<file path="config.mk">
export PLATFORM = sky130hd
export DESIGN_NAME = ipv4_route_table_lookup_core
export DESIGN_NICKNAME = d
export VERILOG_FILES = /design/src/hw/rtl/rtlk_pkg.sv /design/src/hw/rtl/rtlk_ram.sv /design/src/hw/rtl/rtlk_ctrl.sv /design/src/hw/rtl/ipv4_route_table_lookup_core.sv
export SDC_FILE = /design/constraint.sdc
export NUM_CORES = 2
export LEC_CHECK = 0
export BUFFER_PORTS_ARGS = -buffer_cell sky130_fd_sc_hd__buf_4
export CORE_ASPECT_RATIO = 0.75
export CORE_UTILIZATION = 30
export DETAILED_ROUTE_END_ITERATION = 12
export PLACE_DENSITY_LB_ADDON = 0.08
export SYNTH_ARGS = -nofsm -noshare
export SYNTH_HDL_FRONTEND = slang
export SYNTH_SLANG_ARGS = --single-unit
export TNS_END_PERCENT = 10
</file>
<file path="constraint.sdc">
create_clock -name clk -period 17.76 [get_ports clk]
set_clock_uncertainty 0.1 [all_clocks]
set_input_delay 3.552 -clock clk [delete_from_list [all_inputs] [get_ports clk]]
set_output_delay 3.552 -clock clk [all_outputs]
set_load 0.01 [all_outputs]
</file>
<file path="src/hw/rtl/rtlk_pkg.sv">
`timescale 1ns / 1ps
package rtlk_pkg;

  localparam int TABLE_DEPTH_DEF = 16;
  localparam int INTF_COUNT      = 16;
  localparam int INTF_W          = 4;
  localparam logic [INTF_W-1:0] INTF_LAST = INTF_W'(INTF_COUNT - 1);

  localparam logic CMD_LOOKUP = 1'b0;
  localparam logic CMD_ADD    = 1'b1;

  localparam logic [1:0] ST_ROUTED   = 2'd0;
  localparam logic [1:0] ST_NO_ROUTE = 2'd1;
  localparam logic [1:0] ST_ADDED    = 2'd2;
  localparam logic [1:0] ST_FULL     = 2'd3;

  typedef struct packed {
    logic              cmd;
    logic [31:0]       addr;
    logic [31:0]       mask;
    logic [31:0]       gateway;
    logic [INTF_W-1:0] intf_id;
  } req_t;

  typedef struct packed {
    logic [1:0]        status;
    logic [31:0]       next_hop;
    logic [INTF_W-1:0] out_intf;
  } rsp_t;

  // one stored route, one RAM word
  typedef struct packed {
    logic [31:0]       dest;
    logic [31:0]       mask;
    logic [31:0]       gw;
    logic [INTF_W-1:0] port;
  } route_t;

  localparam int ROUTE_W = $bits(route_t);

endpackage

</file>
<file path="src/hw/rtl/rtlk_ram.sv">
`timescale 1ns / 1ps
module rtlk_ram #(
  parameter int WIDTH = 8,
  parameter int DEPTH = 16
) (
  input  logic                     clk,
  input  logic                     we,
  input  logic [$clog2(DEPTH)-1:0] waddr,
  input  logic [WIDTH-1:0]         wdata,
  input  logic                     re,
  input  logic [$clog2(DEPTH)-1:0] raddr,
  output logic [WIDTH-1:0]         rdata
);

  logic [WIDTH-1:0] mem [DEPTH];

  always_ff @(posedge clk) begin
    if (we) begin
      mem[waddr] <= wdata;
    end
    if (re) begin
      rdata <= mem[raddr];
    end
  end

endmodule

</file>
<file path="src/hw/rtl/rtlk_ctrl.sv">
`timescale 1ns / 1ps
module rtlk_ctrl #(
  parameter int TABLE_DEPTH = rtlk_pkg::TABLE_DEPTH_DEF
) (
  input  logic                           clk,
  input  logic                           rst,
  input  logic                           req_valid,
  output logic                           req_ready,
  input  rtlk_pkg::req_t                 req,
  output logic                           rsp_valid,
  input  logic                           rsp_ready,
  output rtlk_pkg::rsp_t                 rsp,
  output logic                           wr_en,
  output logic [$clog2(TABLE_DEPTH)-1:0] wr_addr,
  output logic [rtlk_pkg::ROUTE_W-1:0]   wr_data,
  output logic                           rd_en,
  output logic [$clog2(TABLE_DEPTH)-1:0] rd_addr,
  input  logic [rtlk_pkg::ROUTE_W-1:0]   rd_data
);
  import rtlk_pkg::*;

  localparam int IDX_W = $clog2(TABLE_DEPTH);
  localparam int CNT_W = $clog2(TABLE_DEPTH + 1);
  localparam logic [CNT_W-1:0] CNT_FULL = CNT_W'(TABLE_DEPTH);

  localparam logic [2:0] S_IDLE = 3'd0;
  localparam logic [2:0] S_LOOK = 3'd1;
  localparam logic [2:0] S_INS  = 3'd2;
  localparam logic [2:0] S_INS0 = 3'd3;
  localparam logic [2:0] S_RESP = 3'd4;

  function automatic route_t mk_route(req_t r);
    route_t e;
    e.dest = r.addr;
    e.mask = r.mask;
    e.gw   = r.gateway;
    e.port = (32'(r.intf_id) >= INTF_COUNT) ? INTF_LAST : r.intf_id;
    return e;
  endfunction

  function automatic rsp_t mk_rsp(logic [1:0] s);
    rsp_t o;
    o.status   = s;
    o.next_hop = '0;
    o.out_intf = '0;
    return o;
  endfunction

  logic [2:0]       st, st_next;
  logic [CNT_W-1:0] count, count_next;
  logic [CNT_W-1:0] idx, idx_next;
  route_t           cur, cur_next;   // item held for the scan
  rsp_t             res, res_next;
  route_t           ent;
  logic             accept, load;
  logic [CNT_W-1:0] cnt_m1, idx_p1, idx_m1, idx_m2;

  assign ent    = route_t'(rd_data);
  assign cnt_m1 = count - CNT_W'(1);
  assign idx_p1 = idx + CNT_W'(1);
  assign idx_m1 = idx - CNT_W'(1);
  assign idx_m2 = idx - CNT_W'(2);

  assign req_ready = (st == S_IDLE);
  assign accept    = req_valid && req_ready;
  assign load      = (st == S_RESP) && (!rsp_valid || rsp_ready);

  always_comb begin
    st_next    = st;
    count_next = count;
    idx_next   = idx;
    cur_next   = cur;
    res_next   = res;
    wr_en      = 1'b0;
    wr_addr    = idx[IDX_W-1:0];
    wr_data    = cur;
    rd_en      = 1'b0;
    rd_addr    = idx_p1[IDX_W-1:0];
    unique case (st)
      S_IDLE: begin
        if (accept) begin
          cur_next = mk_route(req);
          if (req.cmd == CMD_LOOKUP) begin
            if (count == '0) begin
              res_next = mk_rsp(ST_NO_ROUTE);
              st_next  = S_RESP;
            end else begin
              rd_en    = 1'b1;
              rd_addr  = '0;
              idx_next = '0;
              st_next  = S_LOOK;
            end
          end else if (count == CNT_FULL) begin
            res_next = mk_rsp(ST_FULL);
            st_next  = S_RESP;
          end else if (count == '0) begin
            wr_en      = 1'b1;
            wr_addr    = '0;
            wr_data    = mk_route(req);
            count_next = count + CNT_W'(1);
            res_next   = mk_rsp(ST_ADDED);
            st_next    = S_RESP;
          end else begin
            // walk down from the last entry, shifting smaller masks up
            rd_en    = 1'b1;
            rd_addr  = cnt_m1[IDX_W-1:0];
            idx_next = count;
            st_next  = S_INS;
          end
        end
      end
      S_LOOK: begin
        if ((cur.dest & ent.mask) == ent.dest) begin
          res_next.status   = ST_ROUTED;
          res_next.next_hop = (ent.gw != '0) ? ent.gw : cur.dest;
          res_next.out_intf = ent.port;
          st_next           = S_RESP;
        end else if (idx_p1 == count) begin
          res_next = mk_rsp(ST_NO_ROUTE);
          st_next  = S_RESP;
        end else begin
          rd_en    = 1'b1;
          rd_addr  = idx_p1[IDX_W-1:0];
          idx_next = idx_p1;
        end
      end
      S_INS: begin
        // ent is entry idx-1
        wr_en = 1'b1;
        if (ent.mask >= cur.mask) begin
          wr_data    = cur;
          count_next = count + CNT_W'(1);
          res_next   = mk_rsp(ST_ADDED);
          st_next    = S_RESP;
        end else begin
          wr_data = ent;
          if (idx == CNT_W'(1)) begin
            st_next = S_INS0;
          end else begin
            rd_en    = 1'b1;
            rd_addr  = idx_m2[IDX_W-1:0];
            idx_next = idx_m1;
          end
        end
      end
      S_INS0: begin
        wr_en      = 1'b1;
        wr_addr    = '0;
        wr_data    = cur;
        count_next = count + CNT_W'(1);
        res_next   = mk_rsp(ST_ADDED);
        st_next    = S_RESP;
      end
      S_RESP: begin
        if (load) begin
          st_next = S_IDLE;
        end
      end
      default: begin
        st_next = S_IDLE;
      end
    endcase
  end

  always_ff @(posedge clk) begin
    if (rst) begin
      st        <= S_IDLE;
      count     <= '0;
      rsp_valid <= 1'b0;
    end else begin
      st    <= st_next;
      count <= count_next;
      if (load) begin
        rsp_valid <= 1'b1;
      end else if (rsp_ready) begin
        rsp_valid <= 1'b0;
      end
    end
  end

  always_ff @(posedge clk) begin
    idx <= idx_next;
    cur <= cur_next;
    res <= res_next;
    if (load) begin
      rsp <= res;
    end
  end

endmodule

</file>
<file path="src/hw/rtl/ipv4_route_table_lookup_core.sv">
`timescale 1ns / 1ps
// Route table, one RAM word per route, scanned one entry per cycle.
// Lookup: entries are examined from the first upward until a match or the end, 0 to N entries.
// Add: entries with a smaller mask are shifted up by one (at most N - 1); no shift if empty or full.
// One item in flight; the next word is accepted the cycle after the result is loaded.
// Sync reset empties the table (count only) and clears rsp_valid; RAM and the output word are not cleared.
module ipv4_route_table_lookup_core #(
  parameter int TABLE_DEPTH = rtlk_pkg::TABLE_DEPTH_DEF
) (
  input  logic           clk,
  input  logic           rst,
  input  logic           req_valid,
  output logic           req_ready,
  input  rtlk_pkg::req_t req,
  output logic           rsp_valid,
  input  logic           rsp_ready,
  output rtlk_pkg::rsp_t rsp
);
  import rtlk_pkg::*;

  localparam int IDX_W = $clog2(TABLE_DEPTH);

  logic               wr_en, rd_en;
  logic [IDX_W-1:0]   wr_addr, rd_addr;
  logic [ROUTE_W-1:0] wr_data, rd_data;

  rtlk_ctrl #(
    .TABLE_DEPTH(TABLE_DEPTH)
  ) u_ctrl (
    .clk      (clk),
    .rst      (rst),
    .req_valid(req_valid),
    .req_ready(req_ready),
    .req      (req),
    .rsp_valid(rsp_valid),
    .rsp_ready(rsp_ready),
    .rsp      (rsp),
    .wr_en    (wr_en),
    .wr_addr  (wr_addr),
    .wr_data  (wr_data),
    .rd_en    (rd_en),
    .rd_addr  (rd_addr),
    .rd_data  (rd_data)
  );

  rtlk_ram #(
    .WIDTH(ROUTE_W),
    .DEPTH(TABLE_DEPTH)
  ) u_ram (
    .clk  (clk),
    .we   (wr_en),
    .waddr(wr_addr),
    .wdata(wr_data),
    .re   (rd_en),
    .raddr(rd_addr),
    .rdata(rd_data)
  );

`ifndef ASSERT_OFF
  // an accepted word always leaves the engine busy in the cycle after the accept
  a_busy_after_accept: assert property (@(posedge clk) disable iff (rst)
    req_valid && req_ready |=> !req_ready)
    else $error("engine ready straight after accept");

  // the shift never reads the slot it is writing
  a_no_rw_clash: assert property (@(posedge clk) disable iff (rst)
    wr_en && rd_en |-> wr_addr != rd_addr)
    else $error("read and write to same entry");

  a_zero_fields: assert property (@(posedge clk) disable iff (rst)
    rsp_valid && (rsp.status == ST_NO_ROUTE || rsp.status == ST_ADDED ||
                  rsp.status == ST_FULL)
    |-> rsp.next_hop == '0 && rsp.out_intf == '0)
    else $error("non-routed result carries hop or interface");

  // RAM only touched while an item is being worked on
  a_ram_idle: assert property (@(posedge clk) disable iff (rst)
    req_ready && !req_valid |-> !wr_en && !rd_en)
    else $error("RAM access while idle");
`endif

endmodule
</file>
==> results.md <==
- The critical path is of the in2reg type.
- At the worst endpoint, the arrival time is 8620 ps.
- Using the TritonRoute via totals, the vias-per-cell ratio works out to 5.09.
- The clock root buffer master is sky130_fd_sc_hd__clkbuf_16.
- STA classifies the critical path endpoint as a flop.
- The worst setup path is launched from an input pin.
- Prior to clock tree synthesis, the placed netlist has a worst setup slack of 8740 ps.
- The net switching power figure is about 3400 uW.
- The first routing iteration left 4234 violations.
- The number of distinct library cells after synthesis is 62.
- At the end of the flow, the number of nets in the layout was about 4400.
- Total power for the finished layout comes to 11800 uW.
- After clock tree synthesis, the setup repair step added 0 buffers.
- Max-cap violations in this run came to 0.
- The library cell appearing most often on the critical path is sky130_fd_sc_hd__buf_4.
- Leaving out fill and tap cells, the most frequent cell in the layout is sky130_fd_sc_hd__edfxtp_1.
- The detail route stage leaves a number of antenna-violating nets equal to 0.
- The count of endpoints failing setup in the final report is 0.
- The effective utilization at floorplan is 0.303.
- Ranked by total cell area, the synthesized netlist is headed by sky130_fd_sc_hd__edfxtp_1 77%, sky130_fd_sc_hd__mux2i_1 11%, sky130_fd_sc_hd__o22ai_1 3.4%, sky130_fd_sc_hd__a222oi_1 1.4%, sky130_fd_sc_hd__or4_1 1.0%.
- Summed over all failing endpoints, the final setup total negative slack is 0 ps.
- The post-detailed-route DRC marker count is 2.
- The number of clock sinks is 1890.
- The area fraction in compound gates after synthesis came to 0.0572.
- The worst register-to-register path begins at u_ram.rdata[62]$_DFFE_PP_.
- For this run, the top clock speed supported by timing is between 100 and 150 MHz.
- The final reports fail on design-rule violations.
- The cell with the largest stage delay on the worst path is sky130_fd_sc_hd__buf_4.
- The cell area after placement is 0.0783 mm2.
- The die extent in y is between 400 and 500 um.
- The detailed-route via count is 39100.
- Input and output buffers added on the ports amount to 144.
- The number of global-route vias before repair is 38500.
- Dividing the final minimum period by the clock period gives 0.460.
- The flow ran to the end, but the final reports show violations.
- The initialized floorplan defines between 150 and 200 standard-cell rows.
- The routed design has approximately 240000 um of wire.
- The final instance count without filler cells is 7693.
- Setup repair after global routing left no endpoint under its margin.
- The clock reaches the later pin of the worst-skew pair after 860 ps.
- The min-delay analysis places its worst path in the category reg2reg.
- The minimum clock period is 8170 ps.
- Of the total synthesized cell area, the portion taken by XOR and XNOR cells is 0.00597.
- The largest net degree at the start of global routing is about 130.
- In this run, CTS created clock tree buffers numbering a little over 200.
- The proportion of total power due to net switching is 0.285.
- After detailed routing, the average wire length per cell comes to 31.8 um.
- Counting flops with a built-in enable in the synthesized netlist gives 1881.
- Traced cell by cell, the critical path runs through buf_4 -> and2_4 -> and2_1 -> nand2b_1 -> o311ai_0 -> o311ai_4 -> buf_4 -> buf_4 -> buf_12 -> mux2i_1 -> o22ai_1 -> or4_1.
- VDD sags by at most 0.0826 mV.
- Counting along the longest clock path gives a buffer depth of 4.
- The fraction of synthesis flops using an asynchronous set or reset pin is 0.
- The number of warnings reported in the yosys synthesis log is 0.
- The power density relative to cell area is 139 mW/mm2.
- The core footprint is 0.242 mm2.
- The die covers 0.247 mm2.
- The largest single stage delay on the critical path is just over 900 ps.
- The first global-routing pass estimated 331000 um of wire.
- Of the total synthesized cell area, the portion taken by AND, OR, NAND and NOR gates is 0.0239.
- The number of antenna violations at the first check in global routing came to 9.
- After layout, the worst setup slack is around 9600 ps.
- After detailed placement, the design holds a cell count of 7325.
- The number of iterations in the first detailed-routing pass is 12.
- The post-cts gate resize count is 0.
- The count of final max-slew check failures is 0.
- Summing every instance area after synthesis gives roughly 0.073 mm2.
- The measured slew at the worst slew-check pin is 1380 ps.
- The share of total power dissipated in combinational logic is 0.182.
- CTS built an H-tree with a depth of 4.
- The remaining global-route overflow is 0.
- After clock tree synthesis, the flow added hold-fix buffers numbering 0.
- After routing the design area is 0.0847 mm2.
- The top cell types in the final layout, fill and taps aside, are 1881 x sky130_fd_sc_hd__edfxtp_1, 801 x sky130_fd_sc_hd__mux2i_1, 400 x sky130_fd_sc_hd__o22ai_1.
- The net count after synthesis is about 4200.
- Of all nets on the critical path, the largest fanout is 120.
- TritonCTS built the clock tree.
- The primary flip-flop cell chosen by synthesis mapping is sky130_fd_sc_hd__edfxtp_1.
- The share of total power dissipated in the clock network is 0.353.
- The largest total area in the synthesized netlist belongs to sky130_fd_sc_hd__edfxtp_1.
- The proportion of layout cells with a drive suffix above 1 is 0.124.
- The I/O pin count is 145.
- The average cell area after synthesis is 18.0 um2.
- Detailed placement finished with a half-perimeter wire length of 134000 um.
- Routability-driven placement finished with a final weighted congestion of 0.787.
- The area share of the leading cell type in the synthesized netlist is 0.770.
- Synthesis inferred 1890 register bits.
- The number of hold-slack violations in the final timing report is 0.
- The worst hold path startpoint is u_ctrl.res[29]$_DFFE_PP_.
- The critical path starts at req_valid.
- The overall die width is 573 um.
- Of the total power, registers draw 0.465.
- The largest family of logic cells by synthesized area is multiplexers.
- Synthesis handed over a netlist of 4078 instances.
- Clock-pin slew was measured on the worst setup and hold paths at around 60 ps.
- After synthesis, the share of cell area in mux cells is 0.109.
- In this run the static leakage power is 0.0293 uW.
- Of the synthesized area, sequential elements account for 0.772.
- Relative to the synthesized area, the layout overhead comes to 15.4%.
- The required time of the critical path is between 15000 and 20000 ps.
- The worst pin sits at a relative slew slack of 0.0825.
- The cell-internal power is 8420 uW.
- The adder-cell share of the synthesized area is 0.00699.
- In the global route stage, overall resource usage came out at 0.194.
==> cell type report <==
class,instances,area (um2)
diodes,5,12.5
clock buffers,253,5380
clock inverters,110,982
fillers,22900,157000
inverters,140,526
multi-input cells,1818,15200
flip-flops and latches,1890,56700
well taps,3239,4050
repair buffers,238,1870
==> stage by stage <==
step                       util  hold slack, ps
final                     0.350             307
after CTS                 0.350             319
after detailed placement  0.324             307
after global placement    0.324             305
after floorplan               -             300
after global routing      0.350             315
==> worst max-delay path: cells and delay by family <==
kind | cells | cell delay [ps]
buffers and inverters | 4 | 2490
and+or+nand+nor | 4 | 1530
muxes | 1 | 280
AOI/OAI and AO/OA | 3 | 510
==> sequential cells by signal (all words and copies together) (netlist names) <==
signal and count:
u_ram.rdata 100, u_ram.mem 1600, u_ctrl.count 5, u_ctrl.rsp_valid 1, u_ctrl.rsp 38, u_ctrl.idx 5
u_ctrl.st 3, u_ctrl.res 38, u_ctrl.cur 100
==> metal layers <==
layer,GRT usage,share of wire
met1,0.276,0.46
met2,0.306,0.46
met3,0.0308,0.050
met4,0.0566,0.028
met5,0,0.000053
==> power by group through the flow <==
| stage | Sequential, uW | Clock (uW) | Combinational (uW) |
|---|---|---|---|
| 5_1_grt | 5480 | 4420 | 2300 |
| 3_5_place_dp | 5570 | 0 | 2170 |
| 4_1_cts | 5470 | 4270 | 2180 |
| 3_3_place_gp | 5570 | 0 | 2170 |
| 2_1_floorplan | 5480 | 0 | 1400 |
| 6_report | 5480 | 4160 | 2150 |
==> cell families after synthesis <==
kind of cell,after synthesis
AO/OA/AOI/OAI,611
XOR/XNOR,50
adder cells (fa/ha/maj),41
buffers and inverters,370
flip-flops,1890
multiplexers,801
AND/OR/NAND/NOR,315
==> synthesized netlist by cell type (12+ instances only) <==
| cell | n |
|---|---|
| sky130_fd_sc_hd__a21oi_1 | 53 |
| sky130_fd_sc_hd__a222oi_1 | 100 |
| sky130_fd_sc_hd__buf_1 | 12 |
| sky130_fd_sc_hd__buf_2 | 89 |
| sky130_fd_sc_hd__buf_4 | 12 |
| sky130_fd_sc_hd__buf_6 | 17 |
| sky130_fd_sc_hd__clkbuf_1 | 90 |
| sky130_fd_sc_hd__edfxtp_1 | 1881 |
| sky130_fd_sc_hd__ha_1 | 41 |
| sky130_fd_sc_hd__inv_1 | 140 |
| sky130_fd_sc_hd__mux2i_1 | 801 |
| sky130_fd_sc_hd__nand2_1 | 60 |
| sky130_fd_sc_hd__nand3_1 | 16 |
| sky130_fd_sc_hd__nor2_1 | 75 |
| sky130_fd_sc_hd__nor4_1 | 16 |
| sky130_fd_sc_hd__o21ai_0 | 20 |
| sky130_fd_sc_hd__o22ai_1 | 400 |
| sky130_fd_sc_hd__or4_1 | 101 |
| sky130_fd_sc_hd__xnor2_1 | 43 |
==> path summary, 6_finish.rpt <==
path                               end  depth (start not counted)  slack, ps
max          u_ram.rdata[88]$_DFFE_PP_                         12       9590
min           u_ctrl.rsp[29]$_DFFE_PP_                          0        310
max reg2reg  u_ram.rdata[88]$_DFFE_PP_                         12      10600
min reg2reg   u_ctrl.rsp[29]$_DFFE_PP_                          0        310
(Power assumes the default switching activity.)
